File: config.mk
export PLATFORM = sky130hd
export DESIGN_NAME = infix_to_postfix_converter
export DESIGN_NICKNAME = d
export VERILOG_FILES = /design/src/design/itp_pkg.sv /design/src/design/itp_stack_mem.sv /design/src/design/itp_out_stage.sv /design/src/design/itp_ctrl.sv /design/src/design/infix_to_postfix_converter.sv
export SDC_FILE = /design/constraint.sdc
export NUM_CORES = 1
export LEC_CHECK = 0
export BUFFER_PORTS_ARGS = -buffer_cell sky130_fd_sc_hd__buf_2
export CAP_MARGIN = 10
export CORE_MARGIN = 4
export CORE_UTILIZATION = 23
export DETAILED_ROUTE_END_ITERATION = 8
export SYNTH_ARGS = -nofsm -noshare
export SYNTH_HDL_FRONTEND = slang
export SYNTH_HIERARCHICAL = 1
export SYNTH_SLANG_ARGS = --single-unit
File: constraint.sdc
create_clock -name clk -period 5.2 [get_ports clk]
set_clock_uncertainty 0.05 [all_clocks]
set_input_delay 1.56 -clock clk [delete_from_list [all_inputs] [get_ports clk]]
set_output_delay 1.56 -clock clk [all_outputs]
set_load 0.1 [all_outputs]
File: src/design/itp_pkg.sv
// Shared types, character codes and helpers for the infix to postfix converter.
`default_nettype none
package itp_pkg;

  localparam int STACK_DEPTH_DEF = 32;

  localparam logic [7:0] CH_OPEN   = 8'h28;
  localparam logic [7:0] CH_CLOSE  = 8'h29;
  localparam logic [7:0] CH_MUL    = 8'h2A;
  localparam logic [7:0] CH_DIV    = 8'h2F;
  localparam logic [7:0] CH_ADD    = 8'h2B;
  localparam logic [7:0] CH_SUB    = 8'h2D;
  localparam logic [7:0] CH_LET_LO = 8'h61;
  localparam logic [7:0] CH_LET_HI = 8'h7A;

  typedef enum logic [1:0] {
    ST_OK        = 2'd0,
    ST_OVERFLOW  = 2'd1,
    ST_UNMATCHED = 2'd2
  } status_t;

  typedef enum logic [2:0] {
    K_LETTER,
    K_OPEN,
    K_CLOSE,
    K_MULDIV,
    K_ADDSUB,
    K_OTHER
  } kind_t;

  typedef enum logic [2:0] {
    S_IDLE,
    S_PUSH,
    S_READ,
    S_TEST,
    S_FLUSH_READ,
    S_FLUSH_TEST,
    S_DONE,
    S_FINISH
  } state_t;

  typedef struct packed {
    logic [7:0] sym;
    logic       sym_valid;
    logic       done;
    status_t    status;
  } result_t;

  // Request from the sequencer to the output stage.
  typedef struct packed {
    logic    produce;
    logic    finish;
    result_t res;
  } emit_req_t;

  // Output stage occupancy seen by the sequencer.
  typedef struct packed {
    logic hold_valid;
    logic can_emit;
  } emit_stat_t;

  function automatic kind_t classify(input logic [7:0] c);
    kind_t k;
    if (c >= CH_LET_LO && c <= CH_LET_HI) k = K_LETTER;
    else if (c == CH_OPEN)                k = K_OPEN;
    else if (c == CH_CLOSE)               k = K_CLOSE;
    else if (c == CH_MUL || c == CH_DIV)  k = K_MULDIV;
    else if (c == CH_ADD || c == CH_SUB)  k = K_ADDSUB;
    else                                  k = K_OTHER;
    return k;
  endfunction

endpackage
`default_nettype wire

File: src/design/itp_stack_mem.sv
// Operator stack storage: one write port, one read port with registered data.
`default_nettype none
module itp_stack_mem #(
  parameter int DEPTH = 32,
  parameter int AW    = $clog2(DEPTH)
) (
  input  wire logic          clk,
  input  wire logic          wr_en,
  input  wire logic [AW-1:0] wr_addr,
  input  wire logic [7:0]    wr_data,
  input  wire logic          rd_en,
  input  wire logic [AW-1:0] rd_addr,
  output logic      [7:0]    rd_data
);

  logic [7:0] mem [DEPTH];

  always_ff @(posedge clk) begin
    if (wr_en) begin
      mem[wr_addr] <= wr_data;
    end
  end

  // Read data holds while no new read is issued.
  always_ff @(posedge clk) begin
    if (rd_en) begin
      rd_data <= mem[rd_addr];
    end
  end

endmodule
`default_nettype wire

File: src/design/itp_out_stage.sv
// Output stage: a hold register that learns whether its result is the item's last,
// followed by the stream output register.
`default_nettype none
module itp_out_stage (
  input  wire logic               clk,
  input  wire logic               rst,
  input  wire itp_pkg::emit_req_t req,
  output itp_pkg::emit_stat_t     stat,
  output logic                    out_valid,
  input  wire logic               out_ready,
  output itp_pkg::result_t        out_res,
  output logic                    out_last
);
  import itp_pkg::*;

  logic    hold_valid;
  result_t hold;
  logic    can_emit;
  logic    move;

  assign can_emit        = !out_valid || out_ready;
  assign stat.hold_valid = hold_valid;
  assign stat.can_emit   = can_emit;

  // A newer result means the held one is not the last of its item; at the finish
  // request the held result is the last one.
  assign move = hold_valid && (req.produce || (req.finish && can_emit));

  always_ff @(posedge clk) begin
    if (rst) begin
      out_valid  <= 1'b0;
      hold_valid <= 1'b0;
    end else begin
      if (move) begin
        out_valid <= 1'b1;
        out_res   <= hold;
        out_last  <= !req.produce;
      end else if (out_ready) begin
        out_valid <= 1'b0;
      end
      if (req.produce) begin
        hold       <= req.res;
        hold_valid <= 1'b1;
      end else if (move) begin
        hold_valid <= 1'b0;
      end
    end
  end

endmodule
`default_nettype wire

File: src/design/itp_ctrl.sv
// Sequencer: classifies each character and walks the operator stack in memory.
`default_nettype none
module itp_ctrl #(
  parameter int DEPTH = 32,
  parameter int AW    = $clog2(DEPTH)
) (
  input  wire logic                clk,
  input  wire logic                rst,
  input  wire logic                in_valid,
  output logic                     in_ready,
  input  wire logic [7:0]          in_symbol,
  input  wire logic                in_end,
  output logic                     wr_en,
  output logic      [AW-1:0]       wr_addr,
  output logic      [7:0]          wr_data,
  output logic                     rd_en,
  output logic      [AW-1:0]       rd_addr,
  input  wire logic [7:0]          rd_data,
  output itp_pkg::emit_req_t       req,
  input  wire itp_pkg::emit_stat_t stat
);
  import itp_pkg::*;

  localparam int CW = $clog2(DEPTH + 1);

  state_t       state, state_next;
  logic [CW-1:0] count, count_next;
  status_t      err, err_next;
  logic [7:0]   sym;
  logic         is_end;
  kind_t        kind;
  kind_t        in_kind;
  logic [CW-1:0] count_dec;
  logic         can_prod;
  logic         is_muldiv_top;

  assign in_kind       = classify(in_symbol);
  assign count_dec     = count - CW'(1);
  assign can_prod      = !stat.hold_valid || stat.can_emit;
  assign is_muldiv_top = (rd_data == CH_MUL) || (rd_data == CH_DIV);

  always_ff @(posedge clk) begin
    if (rst) begin
      state <= S_IDLE;
      count <= '0;
      err   <= ST_OK;
    end else begin
      state <= state_next;
      count <= count_next;
      err   <= err_next;
    end
  end

  always_ff @(posedge clk) begin
    if (in_valid && in_ready) begin
      sym    <= in_symbol;
      is_end <= in_end;
      kind   <= in_kind;
    end
  end

  always_comb begin
    state_next = state;
    count_next = count;
    err_next   = err;
    in_ready   = 1'b0;
    wr_en      = 1'b0;
    wr_addr    = count[AW-1:0];
    wr_data    = sym;
    rd_en      = 1'b0;
    rd_addr    = count_dec[AW-1:0];
    req        = '0;
    req.res    = '{sym: rd_data, sym_valid: 1'b1, done: 1'b0, status: ST_OK};

    unique case (state)
      S_IDLE: begin
        // The hold register is always empty here.
        in_ready = 1'b1;
        if (in_valid) begin
          unique case (in_kind)
            K_LETTER: begin
              req.produce = 1'b1;
              req.res.sym = in_symbol;
              state_next  = in_end ? S_FLUSH_READ : S_FINISH;
            end
            K_OPEN:                     state_next = S_PUSH;
            K_CLOSE, K_MULDIV, K_ADDSUB: state_next = S_READ;
            default:                    state_next = in_end ? S_FLUSH_READ : S_FINISH;
          endcase
        end
      end

      S_PUSH: begin
        if (count < CW'(DEPTH)) begin
          wr_en      = 1'b1;
          count_next = count + CW'(1);
        end else if (err == ST_OK) begin
          err_next = ST_OVERFLOW;
        end
        state_next = is_end ? S_FLUSH_READ : S_FINISH;
      end

      S_READ: begin
        if (count == '0) begin
          if (kind == K_CLOSE) begin
            if (err == ST_OK) err_next = ST_UNMATCHED;
            state_next = is_end ? S_FLUSH_READ : S_FINISH;
          end else begin
            state_next = S_PUSH;
          end
        end else begin
          rd_en      = 1'b1;
          state_next = S_TEST;
        end
      end

      S_TEST: begin
        if (kind == K_CLOSE && rd_data == CH_OPEN) begin
          // Matching bracket is dropped and the scan ends.
          count_next = count_dec;
          state_next = is_end ? S_FLUSH_READ : S_FINISH;
        end else if ((kind == K_MULDIV && !is_muldiv_top) ||
                     (kind == K_ADDSUB && rd_data == CH_OPEN)) begin
          state_next = S_PUSH;
        end else if (can_prod) begin
          req.produce = 1'b1;
          count_next  = count_dec;
          state_next  = S_READ;
        end
      end

      S_FLUSH_READ: begin
        if (count == '0) begin
          state_next = S_DONE;
        end else begin
          rd_en      = 1'b1;
          state_next = S_FLUSH_TEST;
        end
      end

      S_FLUSH_TEST: begin
        if (rd_data == CH_OPEN) begin
          count_next = count_dec;
          state_next = S_FLUSH_READ;
        end else if (can_prod) begin
          req.produce = 1'b1;
          count_next  = count_dec;
          state_next  = S_FLUSH_READ;
        end
      end

      S_DONE: begin
        if (can_prod) begin
          req.produce = 1'b1;
          req.res     = '{sym: 8'h00, sym_valid: 1'b0, done: 1'b1, status: err};
          count_next  = '0;
          err_next    = ST_OK;
          state_next  = S_FINISH;
        end
      end

      S_FINISH: begin
        req.finish = 1'b1;
        if (!stat.hold_valid || stat.can_emit) begin
          state_next = S_IDLE;
        end
      end

      default: state_next = S_IDLE;
    endcase
  end

endmodule
`default_nettype wire

File: src/design/infix_to_postfix_converter.sv
// A letter's result goes to the hold register, then to the output register when that can take it.
// Only idle accepts a character. A letter or ignored character passes idle and finish, a '(' idle,
// push and finish, an operator idle, the stack walk, a push and finish, a ')' idle, the walk and
// finish. Each stack entry examined takes a memory read, then a test of the registered top that
// waits while the output is full; the end of an expression adds the flush walk and the done state.
// Synchronous reset clears the sequencer, stack count and error; stack memory is not cleared.
`default_nettype none
module infix_to_postfix_converter #(
  parameter int STACK_DEPTH = itp_pkg::STACK_DEPTH_DEF
) (
  input  wire logic       clk,
  input  wire logic       rst,
  input  wire logic       s_axis_tvalid,
  output logic            s_axis_tready,
  input  wire logic [7:0] s_axis_tdata,   // [7:0] symbol
  input  wire logic       s_axis_tlast,   // end_of_expr
  output logic            m_axis_tvalid,
  input  wire logic       m_axis_tready,
  output logic      [7:0] m_axis_tdata,   // [7:0] out_symbol
  output logic            m_axis_tlast,   // last
  output logic      [3:0] m_axis_tuser    // [0] symbol_valid, [1] done_res, [3:2] status
);
  import itp_pkg::*;

  localparam int AW = $clog2(STACK_DEPTH);

  logic          wr_en;
  logic [AW-1:0] wr_addr;
  logic [7:0]    wr_data;
  logic          rd_en;
  logic [AW-1:0] rd_addr;
  logic [7:0]    rd_data;
  emit_req_t     req;
  emit_stat_t    stat;
  result_t       out_res;

  itp_ctrl #(.DEPTH(STACK_DEPTH), .AW(AW)) u_ctrl (
    .clk      (clk),
    .rst      (rst),
    .in_valid (s_axis_tvalid),
    .in_ready (s_axis_tready),
    .in_symbol(s_axis_tdata),
    .in_end   (s_axis_tlast),
    .wr_en    (wr_en),
    .wr_addr  (wr_addr),
    .wr_data  (wr_data),
    .rd_en    (rd_en),
    .rd_addr  (rd_addr),
    .rd_data  (rd_data),
    .req      (req),
    .stat     (stat)
  );

  itp_stack_mem #(.DEPTH(STACK_DEPTH), .AW(AW)) u_mem (
    .clk    (clk),
    .wr_en  (wr_en),
    .wr_addr(wr_addr),
    .wr_data(wr_data),
    .rd_en  (rd_en),
    .rd_addr(rd_addr),
    .rd_data(rd_data)
  );

  itp_out_stage u_out (
    .clk      (clk),
    .rst      (rst),
    .req      (req),
    .stat     (stat),
    .out_valid(m_axis_tvalid),
    .out_ready(m_axis_tready),
    .out_res  (out_res),
    .out_last (m_axis_tlast)
  );

  assign m_axis_tdata = out_res.sym;
  assign m_axis_tuser = {out_res.status, out_res.done, out_res.sym_valid};

endmodule
`default_nettype wire

== Yosys cells after proc, flatten, opt, wreduce, memory -nomap -nowiden ==
Memories as Yosys holds them, arrays and structs flattened. A register that Yosys moved wholly into a read port is not among the register bits.
Cells that the tools add are included.

* Register bits after elaboration: 50
* Bits in latches: 0
* Memory bits (writable): 256
* ROM bits: 0
* Bits of input ports: 13
* Output and inout port bits: 15
* Memories kept: 1

* $add $sub $neg: 2
* Multipliers: 0
* Div/mod/pow operators: 0
* $lt $le $gt $ge: 3
* Equal/unequal tests: 35
* Shift-type cells: 0
* Mux-type cells: 57
* Bitwise gates (word level): 1
* Reduce and logical (&&, ||, !) cells: 34

{| class="wikitable"
|+ Memory list
! name !! words !! width !! rd ports !! clocked after Yosys merged registers in !! write ports !! RTL line !! text
|-
| u_mem.mem || 32 || 8 || 1 || 1 || 1 || itp_stack_mem.sv:16 || <nowiki>logic [7:0] mem [DEPTH];</nowiki>
|}

{| class="wikitable"
|+ Operators with widths
! cell !! number
|-
| == test 8 x 6 -> 1 bit (second input constant) || 9
|-
| two-way mux 3 bit || 14
|-
| two-way mux 6 bit || 6
|-
| one-hot mux 3 bit (8 select lines) || 1
|-
| one-hot mux 6 bit (4 select lines) || 1
|-
| two-way mux 1 bit || 19
|-
| == test 3 x 2 -> 1 bit (second input constant) || 6
|-
| == test 3 bit (second input constant) || 6
|-
| two-way mux 2 bit || 9
|-
| two-way mux 8 bit || 2
|-
| one-hot mux 8 bit (2 select lines) || 1
|-
| inequality test 2 x 1 -> 1 bit (second input constant) || 7
|-
| two-way mux 12 bit || 1
|-
| greater-or-equal comparator 8 x 7 -> 1 bit (second input constant) || 1
|-
| <= comparator 8 x 7 -> 1 bit (second input constant) || 1
|-
| logical AND 1 bit || 7
|-
| logical OR 1 bit || 7
|-
| AND reduction 7 bit || 1
|-
| adder 6 x 1 -> 6 bit (second input constant) || 1
|-
| == test 3 x 1 -> 1 bit (second input constant) || 2
|-
| zero test 3 bit || 2
|-
| zero test 6 bit || 1
|-
| < comparator 6 bit (second input constant) || 1
|-
| one-hot mux 2 bit (3 select lines) || 1
|-
| other kinds (18) || 25
|}

== Logic depth before layout (Yosys ltp) ==
* Word-level depth: 15
* Depth in mapped cells: 8
* Gate-level depth less buffers: 8

== Cells and area by module ==
Netlist, hierarchy kept.

{| class="wikitable"
|+ By module, submodules not included
! module !! instances !! cells each !! area an instance (um^2) !! seq. area each (um^2)
|-
| itp_stack_mem || 1 || 417 || 10133.5 || 7927.6
|-
| itp_ctrl || 1 || 215 || 1909.3 || 580.6
|-
| itp_out_stage || 1 || 39 || 882.1 || 790.8
|}

== Worst setup path before layout ==
No wires, ideal clock.

* Path kind: reg-to-reg
* Start point: reg u_ctrl.state[0]
* End point: reg u_out.out_last (enable)
* Data arrival time: 4753 ps
* Data required time: 4750 ps
* Slack: -2 ps
* Stages on the path, launching flop included: 9
* Cells stage by stage: dfxtp_1 -> clkbuf_8 -> nor3_1 -> and2_1 -> buf_2 -> nand2_1 -> o211ai_1 -> nor3b_1 -> nor3_1

{| class="wikitable"
|+ RTL lines
! what !! RTL line !! text
|-
| start, declared || itp_ctrl.sv:26 || <nowiki>state_t state, state_next;</nowiki>
|-
| start signal, assigned || itp_ctrl.sv:48 || <nowiki>state <= state_next;</nowiki>
|-
| end signal, assigned || itp_out_stage.sv:37 || <nowiki>out_last <= !req.produce;</nowiki>
|-
| end, declared || itp_out_stage.sv:12 || <nowiki>output logic out_last</nowiki>
|}

==> impl_metrics.py <==
metrics = {
    "placed_design": {
        "gp_congestion": 0.776,
        "preCtsSetupSlack_ns": 0.867,
        "dp_cells": 1411,
        "hpwl_microns": 16500,
        "port_buffers": 27,
        "place_area_sq_um": 13800,
    },
    "cts": {
        "ctsResizeCount": 0,
        "cts_root_buf": "clkbuf_16",
        "cts_tree": "done",
        "clkSlewWorstSetupHoldPaths_ns": 0.06,
        "htree_levels": 2,
        "clockBufferDepth": 3,
        "cts_setup_buffers": 0,
        "clock_latency_ns": 0.51,
        "cts_sinks": 314,
        "cts_buffers": 34,
        "ctsHoldBuffers": 0,
    },
    "cells_and_area": {
        "antenna_cells": 0,
        "drive_gt1_share_pct": 25.9,
        "area_delta_synth_final_pct": 14.8,
        "nets": 715,
        "postLayoutCellArea_sq_um": 14800,
        "num-fill-cells": 5520,
        "utilization_pct": 26.8,
        "fin_cells": 1474,
    },
    "sta": {
        "tns_ns": 0,
        "fmax_ghz": 0.260,
        "drv_slew": 0,
        "worst_pin_slew_ns": 1.19,
        "whs_ns": 0.364,
        "report.final.hold_viol_count": 0,
        "slew_headroom_pct": 20.8,
        "min_period_ns": 3.85,
        "rsz0062_at_grt": "no",
        "setup_slack_ns": 1.35,
        "setup_viol": 0,
        "fin_crit_sh_pct": 74.0,
    },
    "setup_path": {
        "endpoint_kind": "flip-flop",
        "r2r-start": "u_ctrl/count[0]$_SDFFE_PP0P_",
        "r2r_cells": 7,
        "crit_slowest_cell": "nor3_2",
        "worstReg2RegEnd": "u_mem/rd_data[1]$_DFFE_PP_",
        "cp_slowest_stage_delay_ns": 0.73,
        "start_kind": "input port",
        "arrival_ns": 3.93,
        "r2r_slack_ns": 1.58,
        "crit_top_cell": "nand2_1",
        "crit_fanout": 13,
        "critPathBufInv": 2,
        "path_class": "in -> reg",
        "critPathTopFamily": "simple AND/OR/NAND/NOR gates",
        "crit_required_ns": 5.28,
        "path_cells": "buf_2, inv_1, nand2_1, a311oi_2, nand2_1, o211ai_1, nor3b_1, nor3_2",
    },
    "synthesis": {
        "synth_common_cells": "301 x edfxtp_1, 80 x mux4_2, 42 x nor2_1, 26 x nand2_1, 18 x nand3_1",
        "synth_top_area_cell": "edfxtp_1",
        "synth-seq-cells": 314,
        "synth.area.top_cells": "edfxtp_1 70%, mux4_2 14%, dfxtp_1 2.0%",
        "synth_most_common_cell": "edfxtp_1",
        "syn_inst": 671,
        "synth_top_area_share_pct": 69.9,
        "synth_area_sq_um": 12900,
        "ys_types": 70,
        "async_reset_ff_share_pct": 0,
        "yosysWarnings": 6,
        "syn_area_per_cell_sq_um": 19.3,
        "synth_top_flop_cell": "edfxtp_1",
        "synth_nets": 686,
        "synth_edf_count": 301,
        "ys_seq_area_share_pct": 71.9,
    },
    "route": {
        "ant_nets": 0,
        "dr.pass1.iters": 7,
        "drc_errors": 0,
        "drt_iter0_drc": 511,
        "avgViaCountPerCell": 4.28,
        "vias": 6302,
        "wl_per_cell_microns": 17.6,
        "wl_microns": 25900,
    },
    "worst_hold_path": {
        "worstHoldPathType": "reg -> reg",
        "worstHoldStart": "u_out/hold[7]$_DFFE_PP_",
        "min_path_cells": 0,
        "hold_end": "u_out/out_res[7]$_DFFE_PP_",
    },
    "grt": {
        "grt_use_total_pct": 8.48,
        "grt_overflow": 0,
        "grt_pass1_wl_microns": 39800,
        "antenna_found_initial": 1,
        "grt_max_degree": 59,
        "grt_pass1_vias": 6283,
    },
    "die": {
        "rows": 86,
        "pin_count": 28,
        "fp.dieW_microns": 245,
        "fp.dieH_microns": 245,
        "die-area_sq_um": 60100,
        "start_util_pct": 23.3,
        "core_area_sq_um": 55400,
    },
    "pwr": {
        "power_density_nw_per_um2": 512,
        "p_leak_nw": 4.57,
        "power_mw": 7.60,
        "vdd_ir_drop_max_mv": 0.310,
    },
    "run": {
        "drv_cap": 0,
    },
    "run_status": {
        "outcome": "finished, final reports clean",
    },
}
-- how the worst max path moves through the flow --
stage | startpoint | end | slack, ns | cells past startpoint
final | s_axis_tdata[2] | u_out/out_res[8]$_DFFE_PP_ | 1.35 | 8
after global placement | s_axis_tdata[0] | u_out/out_res[5]$_DFFE_PP_ | 0.98 | 8
after floorplan | s_axis_tdata[0] | u_out/out_last$_DFFE_PP_ | 0.91 | 8
after detailed placement | s_axis_tdata[2] | u_out/out_res[5]$_DFFE_PP_ | 0.87 | 8
after global routing | s_axis_tdata[2] | u_out/out_res[11]$_DFFE_PP_ | 1.09 | 8
after CTS | s_axis_tdata[2] | u_out/out_res[8]$_DFFE_PP_ | 1.40 | 8
-- area by class of cell --
class	count	area [sq um]	area share (%)
Multi-Input combinational cell	308	3350	22.6
Sequential cell	314	9300	62.7
Tap cell	748	936	6.31
Timing Repair Buffer	32	193	1.30
Inverter	10	40.0	0.270
Clock inverter	16	95.1	0.641
Clock buffer	46	917	6.18
-- per-layer routing --
metal,share of wire [%],GRT usage [%],up-vias
met1,44,11.9,3257
met2,48,13.6,195
met5,0.035,0,-
met4,1.7,2.16,2
met3,6.2,1.61,38
li1,-,-,2810
-- sequential cells by signal (all words and copies together), names as in the netlist --
signal	count
u_ctrl/wr_data	8
u_mem/rd_data	8
u_ctrl/is_end	1
u_out/hold_valid	1
u_ctrl/kind	3
u_ctrl/state	3
u_out/hold	12
u_ctrl/err	2
u_out/out_last	1
u_out/out_valid	1
u_out/out_res	12
u_mem/mem	256
u_ctrl/count	6
-- cell families (layout without fill, tap and decap cells) --
family,count (synthesis),after routing,synth area share (%)
buffers and inverters,49,104,2.34
xor gates and xnor gates,8,8,0.542
DFF,314,314,71.9
AOI/OAI and AO/OA,66,66,3.83
adders and majority gates,2,2,0.194
and+or+nand+nor,141,141,6.26
muxes,91,91,14.9
-- cells in the final DEF (no fill, tap or decap), drive strengths merged, types with 3 or more instances in the layout --
cell type	instances
nor3	9
o21ai	14
xnor2	4
nand3	18
nor2b	3
mux2	9
a21oi	13
and2	4
dfxtp	13
inv	13
clkinv	13
nand2b	5
nand3b	9
xor2	4
mux4	80
or3b	4
o211ai	5
edfxtp	301
buf	32
clkbuf	46
nor4b	5
nand2	26
nor3b	4
a31oi	3
nor2	42
-- report_power, final --
group / internal [mW] / switching (mW)
clock network: 1.25 / 0.942
registers: 3.06 / 0.265
logic: 0.985 / 1.09
total: 5.30 / 2.30
(Power assumes the default switching activity.)
